### config.mk
export PLATFORM = sky130hd
export DESIGN_NAME = boiler_plant_step_unit
export DESIGN_NICKNAME = d
export VERILOG_FILES = /design/src/rtl/bps_pkg.sv /design/src/rtl/boiler_plant_step_unit.sv /design/src/rtl/bps_mul.sv /design/src/rtl/bps_ctrl.sv
export SDC_FILE = /design/constraint.sdc
export NUM_CORES = 2
export LEC_CHECK = 0
export BUFFER_PORTS_ARGS = -buffer_cell sky130_fd_sc_hd__clkbuf_2
export CAP_MARGIN = 20
export CELL_PAD_IN_SITES_DETAIL_PLACEMENT = 0
export CELL_PAD_IN_SITES_GLOBAL_PLACEMENT = 1
export CORE_MARGIN = 3
export CORE_UTILIZATION = 35
export DETAILED_ROUTE_END_ITERATION = 10
export MAX_ROUTING_LAYER = met4
export PLACE_DENSITY_LB_ADDON = 0.1
export SYNTH_ARGS = -nofsm -noshare
export SYNTH_HDL_FRONTEND = slang
export SYNTH_HIERARCHICAL = 1
export SYNTH_SLANG_ARGS = --single-unit
### constraint.sdc
create_clock -name i_clk -period 15.3 [get_ports i_clk]
set_input_delay 0.765 -clock i_clk [delete_from_list [all_inputs] [get_ports i_clk]]
set_output_delay 0.765 -clock i_clk [all_outputs]
set_load 0.005 [all_outputs]
### src/rtl/bps_pkg.sv
// Shared types, constants and sequencer encodings for the boiler plant step unit.
package bps_pkg;

    // Field and register widths.
    localparam int TEMP_W  = 20;
    localparam int PRES_W  = 21;
    localparam int LVL_W   = 15;
    localparam int FUEL_W  = 15;
    localparam int CFG_W   = 16;
    localparam int CIDX_W  = 2;

    // Shared multiplier operand and product widths.
    localparam int OPA_W   = 24;
    localparam int OPB_W   = 20;
    localparam int PROD_W  = OPA_W + OPB_W;
    localparam int ACC_W   = 58;
    localparam int DELTA_W = 32;
    localparam int SUM_W   = 34;

    typedef logic signed [OPA_W-1:0]  t_opa;
    typedef logic signed [OPB_W-1:0]  t_opb;
    typedef logic signed [PROD_W-1:0] t_prod;

    // Configuration register indexes.
    localparam logic [CIDX_W-1:0] CFG_AMB = 2'd0;
    localparam logic [CIDX_W-1:0] CFG_ATM = 2'd1;
    localparam logic [CIDX_W-1:0] CFG_DT  = 2'd2;

    // Reset values.
    localparam logic [CFG_W-1:0]  AMB_RST    = 16'd6400;
    localparam logic [CFG_W-1:0]  ATM_RST    = 16'd25939;
    localparam logic [CFG_W-1:0]  DT_RST     = 16'd102;
    localparam logic [LVL_W-1:0]  LEVEL_FULL = 15'd25600;

    // Bounds.
    localparam logic [TEMP_W-1:0] T_MAX      = 20'hFFFFF;
    localparam logic [PRES_W-1:0] P_MAX      = 21'h1FFFFF;
    localparam logic [PRES_W-1:0] BOIL_POINT = 21'd25600;

    // Q.16 coefficients and Q.24 rates.
    localparam t_opb K_HEAT      = 20'sd9830;
    localparam t_opb K_LOSS      = 20'sd328;
    localparam t_opb K_VENT_COOL = 20'sd78643;
    localparam t_opb K_STEAM     = 20'sd524;
    localparam t_opb K_VENT_P    = -20'sd196608;
    localparam t_opb K_CURVE     = 20'sd88474;
    localparam t_opb K_RELAX     = 20'sd9830;

    localparam logic signed [ACC_W-1:0] MIN_VENT_COOL = 58'sd201326592;
    localparam logic signed [ACC_W-1:0] REFILL_RATE   = 58'sd6710886;

    typedef enum logic [3:0] {
        ST_IDLE,
        ST_R0,
        ST_R1,
        ST_R2,
        ST_R3,
        ST_DHI,
        ST_DLO,
        ST_DSUM,
        ST_DDIV,
        ST_APPLY,
        ST_OUT
    } t_state;

    typedef enum logic [1:0] {
        PH_TEMP,
        PH_STEAM,
        PH_PUMP,
        PH_PRES
    } t_phase;

    typedef struct packed {
        logic start;
        logic reinit;
        logic valve;
        logic out_free;
    } t_seq_stat;

    typedef struct packed {
        t_state state;
        t_phase phase;
        logic   in_ready;
        logic   load_out;
    } t_seq_ctrl;

endpackage

### src/rtl/boiler_plant_step_unit.sv
// Boiler plant step unit: one plant tick per input item on a shared multiplier.
// Items are taken only in the idle state, so a new item is accepted only after the last one
// has loaded its result; a reinit item goes straight from the transfer to the output state.
// The sequenced passes through the single multiplier set the pace; a waiting result does
// not block the next input, but the output state stalls until the output register is free.
// Reset restores the register reset values and the start state; no result is pending.
module boiler_plant_step_unit (
    input  logic                          i_clk,
    input  logic                          i_rst_n,
    input  logic                          i_in_valid,
    output logic                          o_in_ready,
    input  logic [bps_pkg::FUEL_W-1:0]    i_fuel_rate,
    input  logic                          i_valve_open,
    input  logic                          i_reinit,
    output logic                          o_out_valid,
    input  logic                          i_out_ready,
    output logic [bps_pkg::TEMP_W-1:0]    o_temperature_now,
    output logic [bps_pkg::PRES_W-1:0]    o_pressure_now,
    output logic [bps_pkg::LVL_W-1:0]     o_level_now,
    input  logic                          i_cfg_valid,
    output logic                          o_cfg_ready,
    input  logic [bps_pkg::CIDX_W-1:0]    i_cfg_index,
    input  logic [bps_pkg::CFG_W-1:0]     i_cfg_data
);
    import bps_pkg::*;

    // Configuration and plant state.
    logic [CFG_W-1:0]  r_amb, r_atm, r_dt;
    logic [TEMP_W-1:0] r_temp;
    logic [PRES_W-1:0] r_pres;
    logic [LVL_W-1:0]  r_level;

    // Item and working registers.
    logic [FUEL_W-1:0]         r_fuel;
    logic                      r_valve;
    logic signed [ACC_W-1:0]   r_acc;
    logic signed [DELTA_W-1:0] r_delta;
    logic [21:0]               r_target;
    logic signed [23:0]        r_lvw;

    // Output register.
    logic              r_out_valid;
    logic [TEMP_W-1:0] r_out_temp;
    logic [PRES_W-1:0] r_out_pres;
    logic [LVL_W-1:0]  r_out_level;

    t_seq_stat w_stat;
    t_seq_ctrl w_ctrl;
    t_opa      w_opa;
    t_opb      w_opb;
    t_prod     w_prod;

    logic                    w_in_xfer;
    logic                    w_cfg_xfer;
    logic                    w_boil;
    logic [20:0]             w_d_amb;
    logic [20:0]             w_d_boil;
    logic [21:0]             w_d_atm;
    logic [22:0]             w_d_tgt;
    logic signed [ACC_W-1:0] w_prod_x;
    logic signed [ACC_W-1:0] w_cool;
    logic signed [ACC_W-1:0] w_rnd;
    logic signed [SUM_W-1:0] w_dx;
    logic signed [SUM_W-1:0] w_base;
    logic signed [SUM_W-1:0] w_sum;
    logic [TEMP_W-1:0]       w_temp_new;
    logic [PRES_W-1:0]       w_pres_new;
    logic [LVL_W-1:0]        w_level_new;

    assign w_in_xfer  = i_in_valid && w_ctrl.in_ready;
    assign w_cfg_xfer = i_cfg_valid;

    assign w_stat.start    = w_in_xfer;
    assign w_stat.reinit   = i_reinit;
    assign w_stat.valve    = r_valve;
    assign w_stat.out_free = !r_out_valid || i_out_ready;

    bps_ctrl u_ctrl (
        .i_clk   (i_clk),
        .i_rst_n (i_rst_n),
        .i_stat  (w_stat),
        .o_ctrl  (w_ctrl)
    );

    bps_mul u_mul (
        .i_clk  (i_clk),
        .i_a    (w_opa),
        .i_b    (w_opb),
        .o_prod (w_prod)
    );

    // Differences feeding the multiplier.
    assign w_d_amb  = {1'b0, r_temp} - {5'b0, r_amb};
    assign w_d_boil = {1'b0, r_temp} - BOIL_POINT;
    assign w_d_atm  = {1'b0, r_pres} - {6'b0, r_atm};
    assign w_d_tgt  = {1'b0, r_target} - {2'b0, r_pres};
    assign w_boil   = ({1'b0, r_temp} > BOIL_POINT);

    assign w_prod_x = {{(ACC_W-PROD_W){w_prod[PROD_W-1]}}, w_prod};
    assign w_cool   = (w_prod_x < MIN_VENT_COOL) ? MIN_VENT_COOL : w_prod_x;
    // Bias negative sums so that the shift truncates toward zero.
    assign w_rnd    = r_acc + (r_acc[ACC_W-1] ? {{(ACC_W-26){1'b0}}, {26{1'b1}}}
                                              : {ACC_W{1'b0}});

    always_comb begin
        w_opa = '0;
        w_opb = '0;
        unique case (w_ctrl.state)
            ST_R0: begin
                unique case (w_ctrl.phase)
                    PH_TEMP: begin
                        w_opa = {9'b0, r_fuel};
                        w_opb = K_HEAT;
                    end
                    PH_STEAM: begin
                        w_opa = {{3{w_d_boil[20]}}, w_d_boil};
                        w_opb = K_STEAM;
                    end
                    PH_PRES: begin
                        if (r_valve) begin
                            w_opa = {{2{w_d_atm[21]}}, w_d_atm};
                            w_opb = K_VENT_P;
                        end else begin
                            w_opa = {{3{w_d_boil[20]}}, w_d_boil};
                            w_opb = K_CURVE;
                        end
                    end
                    default: ;
                endcase
            end
            ST_R1: begin
                w_opa = {{3{w_d_amb[20]}}, w_d_amb};
                w_opb = K_LOSS;
            end
            ST_R2: begin
                if (w_ctrl.phase == PH_TEMP) begin
                    w_opa = {{3{w_d_amb[20]}}, w_d_amb};
                    w_opb = K_VENT_COOL;
                end else begin
                    w_opa = {w_d_tgt[22], w_d_tgt};
                    w_opb = K_RELAX;
                end
            end
            ST_DHI: begin
                w_opa = {{6{r_acc[40]}}, r_acc[40:23]};
                w_opb = {4'b0, r_dt};
            end
            ST_DLO: begin
                w_opa = {1'b0, r_acc[22:0]};
                w_opb = {4'b0, r_dt};
            end
            default: ;
        endcase
    end

    // Apply the per-tick change and clamp to the bounds of the current phase.
    always_comb begin
        w_dx = {{(SUM_W-DELTA_W){r_delta[DELTA_W-1]}}, r_delta};
        unique case (w_ctrl.phase)
            PH_TEMP:  w_base = $signed({14'b0, r_temp});
            PH_STEAM: w_base = $signed({19'b0, r_level});
            PH_PUMP:  w_base = {{10{r_lvw[23]}}, r_lvw};
            PH_PRES:  w_base = $signed({13'b0, r_pres});
            default:  w_base = '0;
        endcase
        w_sum = (w_ctrl.phase == PH_STEAM) ? (w_base - w_dx) : (w_base + w_dx);

        if (w_sum < $signed({18'b0, r_amb})) begin
            w_temp_new = {4'b0, r_amb};
        end else if (w_sum > $signed({14'b0, T_MAX})) begin
            w_temp_new = T_MAX;
        end else begin
            w_temp_new = w_sum[TEMP_W-1:0];
        end

        if (w_sum < $signed({18'b0, r_atm})) begin
            w_pres_new = {5'b0, r_atm};
        end else if (w_sum > $signed({13'b0, P_MAX})) begin
            w_pres_new = P_MAX;
        end else begin
            w_pres_new = w_sum[PRES_W-1:0];
        end

        if (w_sum > $signed({19'b0, LEVEL_FULL})) begin
            w_level_new = LEVEL_FULL;
        end else if (w_sum[SUM_W-1]) begin
            w_level_new = '0;
        end else begin
            w_level_new = w_sum[LVL_W-1:0];
        end
    end

    // Configuration and plant state.
    always_ff @(posedge i_clk) begin
        if (!i_rst_n) begin
            r_amb   <= AMB_RST;
            r_atm   <= ATM_RST;
            r_dt    <= DT_RST;
            r_temp  <= {4'b0, AMB_RST};
            r_pres  <= {5'b0, ATM_RST};
            r_level <= LEVEL_FULL;
        end else begin
            if (w_cfg_xfer) begin
                unique case (i_cfg_index)
                    CFG_AMB: r_amb <= i_cfg_data;
                    CFG_ATM: r_atm <= i_cfg_data;
                    CFG_DT:  r_dt  <= i_cfg_data;
                    default: ;
                endcase
            end
            if (w_in_xfer && i_reinit) begin
                r_temp  <= {4'b0, r_amb};
                r_pres  <= {5'b0, r_atm};
                r_level <= LEVEL_FULL;
            end else if (w_ctrl.state == ST_APPLY) begin
                unique case (w_ctrl.phase)
                    PH_TEMP: r_temp  <= w_temp_new;
                    PH_PUMP: r_level <= w_level_new;
                    PH_PRES: r_pres  <= w_pres_new;
                    default: ;
                endcase
            end
        end
    end

    // Working registers.
    always_ff @(posedge i_clk) begin
        if (w_in_xfer) begin
            r_fuel  <= i_fuel_rate;
            r_valve <= i_valve_open;
        end
        unique case (w_ctrl.state)
            ST_R1: begin
                unique case (w_ctrl.phase)
                    PH_TEMP:  r_acc <= w_prod_x;
                    PH_STEAM: r_acc <= w_boil ? w_prod_x : '0;
                    PH_PUMP:  r_acc <= (r_lvw < $signed({9'b0, LEVEL_FULL})) ? REFILL_RATE : '0;
                    PH_PRES: begin
                        if (r_valve) begin
                            r_acc <= w_prod_x;
                        end else begin
                            r_target <= {6'b0, r_atm} + (w_boil ? w_prod[37:16] : 22'd0);
                        end
                    end
                    default: ;
                endcase
            end
            ST_R2: begin
                if (w_ctrl.phase == PH_TEMP) begin
                    r_acc <= r_acc - w_prod_x;
                end
            end
            ST_R3: begin
                if (w_ctrl.phase == PH_TEMP) begin
                    if (r_valve) begin
                        r_acc <= r_acc - w_cool;
                    end
                end else begin
                    r_acc <= w_prod_x;
                end
            end
            // The high partial product lands 23 bits up; the low one is added next.
            ST_DLO:  r_acc   <= {w_prod[34:0], 23'b0};
            ST_DSUM: r_acc   <= r_acc + w_prod_x;
            ST_DDIV: r_delta <= w_rnd[ACC_W-1:26];
            ST_APPLY: begin
                if (w_ctrl.phase == PH_STEAM) begin
                    r_lvw <= w_sum[23:0];
                end
            end
            default: ;
        endcase
    end

    // Output register.
    always_ff @(posedge i_clk) begin
        if (!i_rst_n) begin
            r_out_valid <= 1'b0;
        end else if (w_ctrl.load_out) begin
            r_out_valid <= 1'b1;
        end else if (i_out_ready) begin
            r_out_valid <= 1'b0;
        end
    end

    always_ff @(posedge i_clk) begin
        if (w_ctrl.load_out) begin
            r_out_temp  <= r_temp;
            r_out_pres  <= r_pres;
            r_out_level <= r_level;
        end
    end

    assign o_in_ready        = w_ctrl.in_ready;
    assign o_cfg_ready       = 1'b1;
    assign o_out_valid       = r_out_valid;
    assign o_temperature_now = r_out_temp;
    assign o_pressure_now    = r_out_pres;
    assign o_level_now       = r_out_level;

endmodule

### src/rtl/bps_mul.sv
// Shared signed multiplier with a registered product.
module bps_mul (
    input  logic          i_clk,
    input  bps_pkg::t_opa i_a,
    input  bps_pkg::t_opb i_b,
    output bps_pkg::t_prod o_prod
);
    import bps_pkg::*;

    t_prod r_prod;

    always_ff @(posedge i_clk) begin
        r_prod <= i_a * i_b;
    end

    assign o_prod = r_prod;

endmodule

### src/rtl/bps_ctrl.sv
// Sequencer: runs non-reinit items through the temperature, level and pressure phases.
module bps_ctrl (
    input  logic               i_clk,
    input  logic               i_rst_n,
    input  bps_pkg::t_seq_stat i_stat,
    output bps_pkg::t_seq_ctrl o_ctrl
);
    import bps_pkg::*;

    t_state r_state, n_state;
    t_phase r_phase, n_phase;

    always_ff @(posedge i_clk) begin
        if (!i_rst_n) begin
            r_state <= ST_IDLE;
            r_phase <= PH_TEMP;
        end else begin
            r_state <= n_state;
            r_phase <= n_phase;
        end
    end

    always_comb begin
        n_state = r_state;
        n_phase = r_phase;
        unique case (r_state)
            ST_IDLE: begin
                if (i_stat.start) begin
                    n_phase = PH_TEMP;
                    n_state = i_stat.reinit ? ST_OUT : ST_R0;
                end
            end
            ST_R0:    n_state = ST_R1;
            ST_R1: begin
                // Only temperature and closed-valve pressure need extra products.
                if (r_phase == PH_TEMP || (r_phase == PH_PRES && !i_stat.valve)) begin
                    n_state = ST_R2;
                end else begin
                    n_state = ST_DHI;
                end
            end
            ST_R2:    n_state = ST_R3;
            ST_R3:    n_state = ST_DHI;
            ST_DHI:   n_state = ST_DLO;
            ST_DLO:   n_state = ST_DSUM;
            ST_DSUM:  n_state = ST_DDIV;
            ST_DDIV:  n_state = ST_APPLY;
            ST_APPLY: begin
                unique case (r_phase)
                    PH_TEMP: begin
                        n_phase = PH_STEAM;
                        n_state = ST_R0;
                    end
                    PH_STEAM: begin
                        n_phase = PH_PUMP;
                        n_state = ST_R1;
                    end
                    PH_PUMP: begin
                        n_phase = PH_PRES;
                        n_state = ST_R0;
                    end
                    PH_PRES:  n_state = ST_OUT;
                    default:  n_state = ST_IDLE;
                endcase
            end
            ST_OUT: begin
                if (i_stat.out_free) begin
                    n_state = ST_IDLE;
                end
            end
            default:  n_state = ST_IDLE;
        endcase
    end

    always_comb begin
        o_ctrl.state    = r_state;
        o_ctrl.phase    = r_phase;
        o_ctrl.in_ready = (r_state == ST_IDLE);
        o_ctrl.load_out = (r_state == ST_OUT) && i_stat.out_free;
    end

endmodule

==> impl_metrics.tcl <==
set metrics [dict create \
    required_ns 15.84 \
    finalWirelength_mm 186 \
    grt_pass1_wl_mm 277 \
    synth_area_sq_mm 0.0479 \
    rr_worst_depth 36 \
    power.static_leakage_nw 23.6 \
    ctsHoldBuffers 0 \
    synth-compound-area-share 0.176 \
    rrSetupSlack_ns 4.12 \
    start_util 0.353 \
    worst-path-buf-inv 6 \
    die_w_um 376 \
    synthMuxAreaShare 0.00718 \
    synth-edff-count 208 \
    rr_endpoint "u_mul/o_prod[42]" \
    cp_max_fo 20 \
    final.setup_skew_ns 0.0667 \
    syn_avg_cell_area_sq_um 8.81 \
    place_hpwl_mm 146 \
    cts.sinks 363 \
    synthArstFlopShare 0 \
    critPathSlowestCell "fa_1" \
    cp-startpoint "r_pres[1]" \
    globalRouteTotalUtil 0.269 \
    cts_tree "done" \
    synth_top_area_frac 0.209 \
    tightest_slew_ns 1.15 \
    crit_cells 36 \
    synth_cell_types 118 \
    area_growth_pct 9.68 \
    rows 135 \
    grt_max_degree 60 \
    yosys_warnings 6 \
    cap_violations 0 \
    wl_per_cell_um 25.5 \
    crit_end "u_mul/o_prod[42]" \
    critPathLaunchType "flop" \
    crit_arrival_ns 11.72 \
    die_area_sq_mm 0.141 \
    crit_top_cell "fa_1" \
    grt.overflow.total 0 \
    rsz0062_at_grt "no" \
    synth-main-ff-cell "edfxtp_1" \
    slew_headroom 0.230 \
    route.detailed.drc 0 \
    tns_ns 0 \
    clk_pin_slew_ns 0.06 \
    final.period_utilization 0.731 \
    slowest_delay_ns 0.82 \
    hold_viol_final 0 \
    crit_type "reg -> reg" \
    yosys.area.top_type "fa_1" \
    antenna_found_initial 4 \
    drv_slew 0 \
    synth_top_family_by_area "adder cells" \
    cp_top_family "adder cells" \
    grt_pass1_vias 41200 \
    gp_congestion 0.923 \
    status "finished, final reports clean" \
    num_io_pins 99 \
    synth-xor-area-share 0.0627 \
    placed_area_sq_mm 0.0507 \
    root_buffer "clkbuf_16" \
    ant_nets 0 \
    final_common_cell "inv_1" \
    synthAdderAreaFrac 0.313 \
    fin_area_sq_mm 0.0525 \
    clk_latency_ns 0.65 \
    fin_nets 6413 \
    p_per_area_mw_per_mm2 183 \
    synth_area_leaders "fa_1, edfxtp_1, ha_1, dfxtp_1, inv_1" \
    end_kind "flop" \
    fin_crit_ns 11.18 \
    min_path_type "in -> reg" \
    clockBufferDepth 3 \
    holdWs_ns 0.304 \
    cts_inserted_buffers 48 \
    syn_inst 5437 \
    io_buffers 97 \
    post_drt_via_cell_ratio 5.50 \
    synthSimpleGateAreaFrac 0.172 \
    layout_common_cells "inv_1, nand2_1, fa_1" \
    drt_iter0_markers 3267 \
    h-tree-depth 2 \
    synth-seq-cells 363 \
    fp.dieH_um 376 \
    coreArea_sq_mm 0.136 \
    cts_setup_buffers 0 \
    peakVddDrop_v 0.000106 \
    vias 40100 \
    cts-resized-gates 0 \
    regToRegStartpoint "r_pres[1]" \
    max_freq_ghz 0.0894 \
    setup_viol 0 \
    drive_gt1_frac 0.0749 \
    seq_area_frac_synth 0.195 \
    firstDrtPassIters 7 \
]
per-layer routing:
metal / GRT usage / share of wire
met1: 0.347 / 0.44
met5: - / 0
met2: 0.446 / 0.47
met4: 0.0922 / 0.040
met3: 0.0214 / 0.044
logic make-up after synthesis:
logic type / after synthesis
AO/OA/AOI/OAI: 1222
XOR/XNOR: 343
adder cells (fa/ha/maj): 900
buffers and inverters: 932
flip-flops: 363
multiplexers: 33
other: 2
AND/OR/NAND/NOR: 1642
registers in the layout, indices dropped and copies added, names as in the netlist, 20 cells and up:
signal and count:
r_target 22, u_mul/o_prod 44, o_pressure_now 21, r_pres 21, r_acc 58, o_temperature_now 20
r_temp 20, r_lvw 24, r_delta 32
cell usage after synthesis (all sizes together) (13+ instances only):
library cell	number
nor2b	52
buf	22
clkbuf	217
and4	13
inv	691
nand2	597
o221ai	45
a222oi	52
nand3	69
nor4	30
or3	33
edfxtp	208
nor2	266
a31oi	29
fa	499
ha	401
a211o	13
and3	48
or2	18
o21ai	203
a22oi	20
xor2	120
a211oi	31
o21bai	38
a21oi	323
nand2b	89
o31ai	28
a221oi	20
a21o	138
and2	267
o21a	43
a221o	15
dfxtp	155
xnor2	223
o211ai	44
mux2i	22
nor3	70
nand4	37
a21boi	53
a22o	21
layout make-up:
type / instances / area (sq um)
Antenna cell: 3 / 7.51
Timing Repair Buffer: 220 / 1410
Sequential cell: 363 / 9350
Clock buffer: 58 / 1330
Fill cell: 14000 / 83100
Inverter: 693 / 2600
Clock inverter: 32 / 440
Tap cell: 1781 / 2230
Multi-Input combinational cell: 4147 / 35200
per-stage QoR:
stage | power (mW) | cells | util | setup slack, ns
floorplan | 6.02 | 5442 | - | 5.64
global placement | 8.34 | 7201 | 0.374 | 4.28
detailed placement | 8.31 | 7203 | 0.374 | 4.12
CTS | 9.64 | 7293 | 0.387 | 4.07
global route | 10.4 | 7294 | 0.387 | 3.35
finish | 9.63 | 7297 | 0.387 | 4.12
worst reg2reg max path, delay by kind of cell, from the launching register on:
family,cells,cell delay (ns)
fa+ha+maj,9,4.74
xor+xnor,1,0.13
simple gates,4,1.21
flops,1,0.45
compound gates,16,3.92
buf+inv,6,0.63
worst min-delay path by stage:
| stage | start | end | slack [ns] | cells past startpoint |
|---|---|---|---|---|
| floorplan | r_pres[17] | o_pressure_now[17] | 0.41 | 0 |
| global placement | r_temp[14] | o_temperature_now[14] | 0.42 | 0 |
| detailed placement | r_temp[14] | o_temperature_now[14] | 0.42 | 0 |
| CTS | i_fuel_rate[7] | r_fuel[7] | 0.26 | 1 |
| global route | i_fuel_rate[7] | r_fuel[7] | 0.28 | 1 |
| finish | i_fuel_rate[7] | r_fuel[7] | 0.30 | 1 |
report_power, final:
group          leakage [nW]  internal (mW)  switching, mW
Combinational          19.6           2.49           4.23
Clock                 0.857          0.751          0.523
Sequential             3.16           1.29          0.352
Total                  23.6           4.53           5.11
Power figures use the tool's default switching activity.
